--- config.mk ---
export PLATFORM = sky130hd
export DESIGN_NAME = hfe_cell_to_flux_interval
export DESIGN_NICKNAME = d
export VERILOG_FILES = /design/src/hw/rtl/hfe_pkg.sv /design/src/hw/rtl/hfe_cell_to_flux_interval.sv
export SDC_FILE = /design/constraint.sdc
export NUM_CORES = 2
export LEC_CHECK = 0
export ABC_AREA = 0
export ABC_CLOCK_PERIOD_IN_PS = 9000
export BUFFER_PORTS_ARGS = -buffer_cell sky130_fd_sc_hd__buf_4
export CORE_MARGIN = 5
export CORE_UTILIZATION = 45
export CTS_BUF_LIST = sky130_fd_sc_hd__clkbuf_8
export DETAILED_ROUTE_END_ITERATION = 8
export PLACE_DENSITY = 0.61
export SLEW_MARGIN = 5
export SYNTH_ARGS = -nofsm -noshare
export SYNTH_HDL_FRONTEND = slang
export SYNTH_SLANG_ARGS = --single-unit
export TNS_END_PERCENT = 5
--- constraint.sdc ---
create_clock -name i_clk -period 9 [get_ports i_clk]
set_input_delay 0.9 -clock i_clk [delete_from_list [all_inputs] [get_ports i_clk]]
set_output_delay 0.9 -clock i_clk [all_outputs]
set_load 0.05 [all_outputs]
--- src/hw/rtl/hfe_pkg.sv ---
// shared constants and types for the hfe cell to flux interval decoder
`timescale 1ns / 1ps
`default_nettype none

package hfe_pkg;

    localparam int CFG_DATA_W = 32;
    localparam int CFG_ADDR_W = 5;
    localparam int BITRATE_W  = 16;
    localparam int RATE_W     = 27;
    localparam int DIV_W      = 5;
    localparam int IV_W       = 16;
    localparam int DEN_W      = 31;
    localparam int DEN1_W     = 26;

    typedef logic [2:0] t_reg_idx;

    localparam t_reg_idx REG_V3_OPCODES  = 3'd0;
    localparam t_reg_idx REG_START_RATE  = 3'd1;
    localparam t_reg_idx REG_SAMPLE_RATE = 3'd2;
    localparam t_reg_idx REG_EMU_CLOCK   = 3'd3;
    localparam t_reg_idx REG_GAP_DIV     = 3'd4;

    localparam logic [3:0]  OP_NIBBLE  = 4'hF;
    localparam logic [7:0]  OP_BITRATE = 8'hF2;
    localparam logic [7:0]  OP_SKIP    = 8'hF3;

    localparam logic [RATE_W-1:0] KBPS_SCALE   = RATE_W'(1000);
    localparam logic [RATE_W-1:0] BR_ARG_SCALE = RATE_W'(2000);

    localparam logic [IV_W-1:0]      MAX_INTERVAL  = '1;
    localparam logic [BITRATE_W-1:0] RST_BITRATE   = BITRATE_W'(250);
    localparam logic [RATE_W-1:0]    RST_SAMPLE_HZ = RATE_W'(12500000);
    localparam logic [RATE_W-1:0]    RST_EMU_HZ    = RATE_W'(36000000);
    localparam logic [DIV_W-1:0]     RST_GAP_DIV   = DIV_W'(2);

endpackage

`default_nettype wire

--- src/hw/rtl/hfe_cell_to_flux_interval.sv ---
// hfe track byte to flux interval decoder with shared multiplier and divider
//
//  channel  | direction | handshake              | payload
//  ---------+-----------+------------------------+--------------------------------
//  in       | input     | i_in_valid / o_in_stall | i_raw_byte
//  out      | output    | o_out_valid / i_out_stall | o_interval_samples, o_last
//  cfg      | input     | apb psel/penable/pready | paddr, pwdata, prdata
//
// opcode, argument and dropped bytes are taken in S_IDLE alone; a bitrate argument
// holds the input through S_DIVCHK, S_DIV (skipped when the result saturates) and
// S_DONE; a cell byte holds it through S_DEN1, S_DEN2, S_CELL per bit, the 16 step
// restoring divider and S_DONE per one cell, and S_FLUSH, using the shared multiplier
// synchronous active low reset clears the sequencer, flags and cell count
// a stalled output only holds the sequencer when a new interval must be pushed
`timescale 1ns / 1ps
`default_nettype none

module hfe_cell_to_flux_interval #(
    parameter int CELL_COUNT_BITS = 16
) (
    input  wire                               i_clk,
    input  wire                               i_rst_n,
    input  wire                               i_in_valid,
    input  wire  [7:0]                        i_raw_byte,
    output logic                              o_in_stall,
    output logic                              o_out_valid,
    output logic [hfe_pkg::IV_W-1:0]          o_interval_samples,
    output logic                              o_last,
    input  wire                               i_out_stall,
    input  wire                               psel,
    input  wire                               penable,
    input  wire                               pwrite,
    input  wire  [hfe_pkg::CFG_ADDR_W-1:0]    paddr,
    input  wire  [hfe_pkg::CFG_DATA_W-1:0]    pwdata,
    output logic [hfe_pkg::CFG_DATA_W-1:0]    prdata,
    output logic                              pready
);
    import hfe_pkg::*;

    localparam int A_W   = (CELL_COUNT_BITS > DEN1_W) ? CELL_COUNT_BITS : DEN1_W;
    localparam int NUM_W = A_W + RATE_W;
    localparam int HI_W  = NUM_W - IV_W;

    typedef enum logic [2:0] {
        S_IDLE, S_DEN1, S_DEN2, S_CELL, S_DIVCHK, S_DIV, S_DONE, S_FLUSH
    } t_state;

    t_state r_state;

    logic                       r_v3;
    logic [BITRATE_W-1:0]       r_start_rate;
    logic [RATE_W-1:0]          r_sample_hz;
    logic [RATE_W-1:0]          r_emu_hz;
    logic [DIV_W-1:0]           r_gap_div;

    logic [BITRATE_W-1:0]       r_bitrate;
    logic [CELL_COUNT_BITS-1:0] r_cells;
    logic                       r_await_br;
    logic                       r_await_skip;
    logic                       r_drop;

    logic [7:0]                 r_bits;
    logic [2:0]                 r_bit;
    logic                       r_is_br;
    logic [DEN_W-1:0]           r_den;
    logic [NUM_W-1:0]           r_num;
    logic [DEN_W-1:0]           r_rem;
    logic [IV_W-1:0]            r_lo;
    logic [IV_W-1:0]            r_q;
    logic [3:0]                 r_step;
    logic [IV_W-1:0]            r_pend;
    logic                       r_pend_valid;

    logic                       r_out_valid;
    logic [IV_W-1:0]            r_out_iv;
    logic                       r_out_last;

    logic [7:0]                 f;
    logic [A_W-1:0]             mul_a;
    logic [RATE_W-1:0]          mul_b;
    logic [NUM_W-1:0]           mul_p;
    logic [CELL_COUNT_BITS-1:0] n_cells;
    logic [BITRATE_W-1:0]       br_eff;
    logic [DIV_W-1:0]           dv_eff;
    logic [DEN_W:0]             rem2;
    logic                       rem_ge;
    logic                       out_free;
    logic                       out_push;
    logic                       in_acc;
    logic                       cfg_wr;
    t_reg_idx                   cfg_idx;

    always_comb begin
        for (int k = 0; k < 8; k++) begin
            f[7-k] = i_raw_byte[k];
        end
    end

    assign n_cells  = (r_cells == '1) ? r_cells : r_cells + 1'b1;
    assign br_eff   = (r_bitrate == '0) ? BITRATE_W'(1) : r_bitrate;
    assign dv_eff   = (r_gap_div == '0) ? DIV_W'(1) : r_gap_div;
    assign rem2     = {r_rem, r_lo[IV_W-1]};
    assign rem_ge   = rem2 >= {1'b0, r_den};
    assign out_free = !r_out_valid || !i_out_stall;
    assign out_push = out_free && r_pend_valid &&
                      ((r_state == S_DONE && !r_is_br && r_q != '0) || r_state == S_FLUSH);
    assign in_acc   = i_in_valid && !o_in_stall;
    assign cfg_wr   = psel && penable && pwrite && pready;
    assign cfg_idx  = paddr[CFG_ADDR_W-1:2];

    // shared multiplier operand select
    always_comb begin
        mul_a = '0;
        mul_b = '0;
        case (r_state)
            S_IDLE: begin
                mul_a = A_W'(f);
                mul_b = BR_ARG_SCALE;
            end
            S_DEN1: begin
                mul_a = A_W'(br_eff);
                mul_b = KBPS_SCALE;
            end
            S_DEN2: begin
                mul_a = A_W'(r_den[DEN1_W-1:0]);
                mul_b = RATE_W'(dv_eff);
            end
            S_CELL: begin
                mul_a = A_W'(n_cells);
                mul_b = r_sample_hz;
            end
            default: begin
                mul_a = '0;
                mul_b = '0;
            end
        endcase
    end

    assign mul_p = mul_a * mul_b;

    always_ff @(posedge i_clk) begin
        if (!i_rst_n) begin
            r_state      <= S_IDLE;
            r_v3         <= 1'b0;
            r_start_rate <= RST_BITRATE;
            r_sample_hz  <= RST_SAMPLE_HZ;
            r_emu_hz     <= RST_EMU_HZ;
            r_gap_div    <= RST_GAP_DIV;
            r_bitrate    <= RST_BITRATE;
            r_cells      <= '0;
            r_await_br   <= 1'b0;
            r_await_skip <= 1'b0;
            r_drop       <= 1'b0;
            r_pend_valid <= 1'b0;
            r_out_valid  <= 1'b0;
            r_is_br      <= 1'b0;
            r_bit        <= '0;
            r_step       <= '0;
        end else begin
            if (cfg_wr) begin
                case (cfg_idx)
                    REG_V3_OPCODES:  r_v3 <= pwdata[0];
                    REG_START_RATE: begin
                        r_start_rate <= pwdata[BITRATE_W-1:0];
                        r_bitrate    <= pwdata[BITRATE_W-1:0];
                    end
                    REG_SAMPLE_RATE: r_sample_hz <= pwdata[RATE_W-1:0];
                    REG_EMU_CLOCK:   r_emu_hz    <= pwdata[RATE_W-1:0];
                    REG_GAP_DIV:     r_gap_div   <= pwdata[DIV_W-1:0];
                    default: ;
                endcase
            end

            if (out_push) begin
                r_out_valid <= 1'b1;
            end else if (r_out_valid && !i_out_stall) begin
                r_out_valid <= 1'b0;
            end

            case (r_state)
                S_IDLE: begin
                    if (in_acc) begin
                        r_is_br <= r_v3 && r_await_br && (f != 8'd0);
                        if (r_v3 && r_await_br) begin
                            r_await_br <= 1'b0;
                            if (f != 8'd0) begin
                                r_den   <= DEN_W'(mul_p);
                                r_num   <= NUM_W'(r_emu_hz);
                                r_state <= S_DIVCHK;
                            end
                        end else if (r_v3 && r_await_skip) begin
                            r_await_skip <= 1'b0;
                            r_drop       <= (f != 8'd0);
                        end else if (r_v3 && r_drop) begin
                            r_drop <= 1'b0;
                        end else if (r_v3 && f[7:4] == OP_NIBBLE) begin
                            if (f == OP_BITRATE) r_await_br <= 1'b1;
                            if (f == OP_SKIP) r_await_skip <= 1'b1;
                        end else begin
                            r_bits  <= i_raw_byte;
                            r_bit   <= '0;
                            r_state <= S_DEN1;
                        end
                    end
                end
                S_DEN1: begin
                    r_den   <= DEN_W'(mul_p);
                    r_state <= S_DEN2;
                end
                S_DEN2: begin
                    r_den   <= DEN_W'(mul_p);
                    r_state <= S_CELL;
                end
                S_CELL: begin
                    if (r_bits[0]) begin
                        r_cells <= '0;
                        r_num   <= mul_p;
                        r_state <= S_DIVCHK;
                    end else begin
                        r_cells <= n_cells;
                        r_bits  <= {1'b0, r_bits[7:1]};
                        r_bit   <= r_bit + 1'b1;
                        r_state <= (r_bit == 3'd7) ? S_FLUSH : S_CELL;
                    end
                end
                S_DIVCHK: begin
                    // quotient saturates when it would reach 2^16
                    if (r_num[NUM_W-1:IV_W] >= HI_W'(r_den)) begin
                        r_q     <= MAX_INTERVAL;
                        r_state <= S_DONE;
                    end else begin
                        r_rem   <= r_num[IV_W +: DEN_W];
                        r_lo    <= r_num[IV_W-1:0];
                        r_step  <= '0;
                        r_state <= S_DIV;
                    end
                end
                S_DIV: begin
                    if (rem_ge) begin
                        r_rem <= DEN_W'(rem2 - {1'b0, r_den});
                    end else begin
                        r_rem <= rem2[DEN_W-1:0];
                    end
                    r_q    <= {r_q[IV_W-2:0], rem_ge};
                    r_lo   <= {r_lo[IV_W-2:0], 1'b0};
                    r_step <= r_step + 1'b1;
                    if (r_step == 4'd15) begin
                        r_state <= S_DONE;
                    end
                end
                S_DONE: begin
                    if (r_is_br) begin
                        r_bitrate <= (r_q == '0) ? BITRATE_W'(1) : r_q;
                        r_state   <= S_IDLE;
                    end else if (!(r_q != '0 && r_pend_valid && !out_free)) begin
                        if (r_q != '0) begin
                            if (r_pend_valid) begin
                                r_out_iv    <= r_pend;
                                r_out_last  <= 1'b0;
                            end
                            r_pend       <= r_q;
                            r_pend_valid <= 1'b1;
                        end
                        r_bits  <= {1'b0, r_bits[7:1]};
                        r_bit   <= r_bit + 1'b1;
                        r_state <= (r_bit == 3'd7) ? S_FLUSH : S_CELL;
                    end
                end
                S_FLUSH: begin
                    if (!r_pend_valid) begin
                        r_state <= S_IDLE;
                    end else if (out_free) begin
                        r_out_iv     <= r_pend;
                        r_out_last   <= 1'b1;
                        r_pend_valid <= 1'b0;
                        r_state      <= S_IDLE;
                    end
                end
                default: r_state <= S_IDLE;
            endcase
        end
    end

    always_comb begin
        case (cfg_idx)
            REG_V3_OPCODES:  prdata = CFG_DATA_W'(r_v3);
            REG_START_RATE:  prdata = CFG_DATA_W'(r_start_rate);
            REG_SAMPLE_RATE: prdata = CFG_DATA_W'(r_sample_hz);
            REG_EMU_CLOCK:   prdata = CFG_DATA_W'(r_emu_hz);
            REG_GAP_DIV:     prdata = CFG_DATA_W'(r_gap_div);
            default:         prdata = '0;
        endcase
    end

    assign pready             = 1'b1;
    assign o_in_stall         = (r_state != S_IDLE);
    assign o_out_valid        = r_out_valid;
    assign o_interval_samples = r_out_iv;
    assign o_last             = r_out_last;

    a_idle_no_pending: assert property (@(posedge i_clk) disable iff (!i_rst_n)
        r_state == S_IDLE |-> !r_pend_valid)
        else $error("pending interval left behind at idle");

    a_rem_below_den: assert property (@(posedge i_clk) disable iff (!i_rst_n)
        r_state == S_DIV |-> r_rem < r_den)
        else $error("divider remainder out of range");

    a_no_zero_out: assert property (@(posedge i_clk) disable iff (!i_rst_n)
        o_out_valid |-> o_interval_samples != '0)
        else $error("zero interval transfer");

    a_flush_to_idle: assert property (@(posedge i_clk) disable iff (!i_rst_n)
        (r_state == S_FLUSH && !r_pend_valid) |=> r_state == S_IDLE)
        else $error("flush did not return to idle");

endmodule

`default_nettype wire
==> results.json <==
{
  "status": "finished clean",
  "rrSetupSlack_ns": 0.30,
  "worstPathRequired_ns": 9.35,
  "clk_path_buf_depth": 3,
  "root_buffer": "clkbuf_8",
  "numCtsBuffers": 53,
  "grt_start_max_net_pins": 65,
  "yosysTopAreaCellShare": 0.316,
  "wire_per_inst_um": 20.3,
  "yosys.cell_count.top_type": "inv_1",
  "dieWidth_um": 300,
  "row_count": 106,
  "fmax_mhz": 115,
  "first_pass_iters": 6,
  "dpl-instance-area_sq_mm": 0.0416,
  "setup_viol": 0,
  "finClkSkew_ns": 0.0313,
  "fin_area_sq_mm": 0.0429,
  "first_iter_violations": 2449,
  "yosysTopAreaCell": "fa_1",
  "htree_levels": 2,
  "cp_slowest_cell": "fa_1",
  "hpwl_mm": 94.3,
  "crit_path_start_kind": "flip-flop",
  "slew_headroom": 0.186,
  "synth-async-reset-ratio": 0,
  "synth_area_per_cell_sq_um": 9.07,
  "yosys-top-cells-area": "fa_1, edfxtp_1, ha_1",
  "worst_pin_slew_ns": 1.19,
  "synth-main-ff-cell": "edfxtp_1",
  "rsz0062_at_grt": "yes",
  "cp.arrival_ns": 9.05,
  "drc": 0,
  "grt-ovfl-total": 0,
  "clock_sinks": 312,
  "finalCritPeriodShare": 0.967,
  "hold_class": "flip-flop to flip-flop",
  "synth_common_cells": "inv_1, fa_1, nand2_1, nor2_1, ha_1",
  "n_fill_cell": 8034,
  "gp_congestion": 0.960,
  "grt_pass1_wl_mm": 179,
  "syn_to_final_growth_pct": 13.1,
  "dieArea_sq_mm": 0.0901,
  "drv_cap": 0,
  "grt_pass1_vias": 30600,
  "core_area_sq_mm": 0.0836,
  "synth_enable_flop_cells": 188,
  "track_usage": 0.256,
  "ys_seq_area_frac": 0.214,
  "clkSlewWorstSetupHoldPaths_ns": 0.06,
  "slowest_delay_ns": 0.60,
  "path_class": "flip-flop to flip-flop",
  "num_io_pins": 104,
  "initial_core_util": 0.454,
  "critPathMaxFanout": 6,
  "path_common_cell": "fa_1",
  "final_nets": 5460,
  "drt-total-wl_mm": 115,
  "hold_viol": 0,
  "detail-route-antenna-nets": 0,
  "fp.dieH_um": 300,
  "netlist_area_sq_mm": 0.0379,
  "synthCells": 4180,
  "yosysWarnings": 0,
  "numPortBuffers": 90,
  "end_kind": "flip-flop",
  "fin_crit_ns": 8.70,
  "clk-insertion-delay-late_ns": 0.64,
  "drive_above_1_share": 0.0997,
  "antenna_found_initial": 3,
  "synth_seq_cells": 312,
  "viasPerCell": 5.34,
  "cts_tree": "built",
  "vias": 30300,
  "synth_cell_types": 82,
  "slew_viol_final": 0
}
-- final cells by class --
| type | count | area [sq um] | share of cell area |
|---|---|---|---|
| multi-input combinational | 3135 | 27200 | 0.635 |
| sequential | 312 | 8140 | 0.190 |
| inverter | 771 | 2890 | 0.0675 |
| timing repair buffer | 278 | 2280 | 0.0532 |
| tap | 1080 | 1350 | 0.0315 |
| clock buffer | 58 | 798 | 0.0186 |
| clock inverter | 40 | 175 | 0.00409 |
| antenna | 2 | 5.00 | 0.000117 |
-- cell usage in the layout, fill, tap and decap left out, drive strengths merged, types with 10 or more instances in the layout --
master  synthesis  layout
inv           770     796
fa            599     599
nand2         534     534
nor2          444     444
buf            45     278
ha            258     258
conb            2     226
a21oi         192     192
edfxtp        188     188
dfxtp         124     124
nand3         110     110
o21ai         104     104
clkbuf        141      58
a21o           58      58
mux2i          47      47
xnor2          47      47
nand2b         38      38
a31oi          38      38
nor3           32      32
mux2           31      31
a22oi          30      30
and3           30      30
and2           29      29
xor2           27      27
o211ai         22      22
or2            21      21
o21a           19      19
nand4          19      19
nor4           19      19
nor2b          18      18
a221oi         18      18
a211oi         17      17
clkinv          1      15
o22ai          11      11
or3            10      10
-- cells by family after synthesis --
family                   after synthesis  synth area share
multiplexers                          79            0.0222
other                                  2          0.000198
XOR/XNOR                              74            0.0171
AO/OA/AOI/OAI                        585            0.0983
flip-flops                           312             0.214
AND/OR/NAND/NOR                     1314             0.150
buffers and inverters                957            0.0965
adder cells (fa/ha/maj)              857             0.401
-- worst paths after layout --
| check | from | to | depth (start not counted) |
|---|---|---|---|
| worst max-delay path | r_cells[6]$_SDFFE_PN0N_ | r_num[41]$_SDFFCE_PP0P_ | 34 |
| worst min-delay path | r_pend[10]$_DFFE_PP_ | o_interval_samples[10]$_DFFE_PP_ | 0 |
| worst min register to register | r_pend[10]$_DFFE_PP_ | o_interval_samples[10]$_DFFE_PP_ | 0 |
| worst max register to register | r_cells[6]$_SDFFE_PN0N_ | r_num[41]$_SDFFCE_PP0P_ | 34 |
-- worst max-delay path, delay by kind of cell (launching register included) --
kind / cells / cell delay, ns
adders and majority gates: 8 / 3.87
and+or+nand+nor: 7 / 1.33
AOI/OAI and AO/OA: 7 / 1.29
buffers and inverters: 10 / 1.24
DFF: 1 / 0.35
xor gates and xnor gates: 2 / 0.32
-- metal layers --
| layer | track usage | wire [um] | up-vias | share of wire |
|---|---|---|---|---|
| li1 | - | - | 13900 | - |
| met1 | 0.370 | 50100 | 15100 | 0.44 |
| met5 | 0 | 0 | - | 0 |
| met4 | 0.0622 | 3430 | 0 | 0.030 |
| met2 | 0.398 | 51100 | 1107 | 0.44 |
| met3 | 0.0516 | 10400 | 228 | 0.090 |
-- state kept, by name, indices dropped and copies added, names as in the netlist, 4 cells and up --
| name | flops |
|---|---|
| r_pend | 16 |
| r_num | 53 |
| r_q | 16 |
| r_sample_hz | 27 |
| r_cells | 16 |
| r_lo | 16 |
| r_rem | 31 |
| r_bitrate | 16 |
| r_step | 4 |
| r_bits | 8 |
| r_start_rate | 16 |
| r_den | 31 |
| r_emu_hz | 27 |
| o_interval_samples | 16 |
| r_gap_div | 5 |
-- per-stage QoR --
step / hold slack [ns] / TNS [ns] / utilization / std cells / setup WS, ns
floorplan: 0.400 / 0 / - / 4404 / 0.647
global placement: 0.402 / 0 / 0.498 / 5567 / 0.0620
detailed placement: 0.405 / 0 / 0.498 / 5567 / 0.119
CTS: 0.417 / 0 / 0.510 / 5665 / 0.0294
global route: 0.425 / -0.231 / 0.513 / 5674 / -0.0822
finish: 0.416 / 0 / 0.513 / 5676 / 0.295
-- what timing repair did --
action,4_1_cts,5_1_grt
endpoints found under the setup margin,0,27
buffers inserted,0,7
hold buffers,0,0
resized for setup,0,54
Power is left out: the tool's default activity adds up to more than one toggle a clock period on the data nets, which glitch-free logic cannot reach.
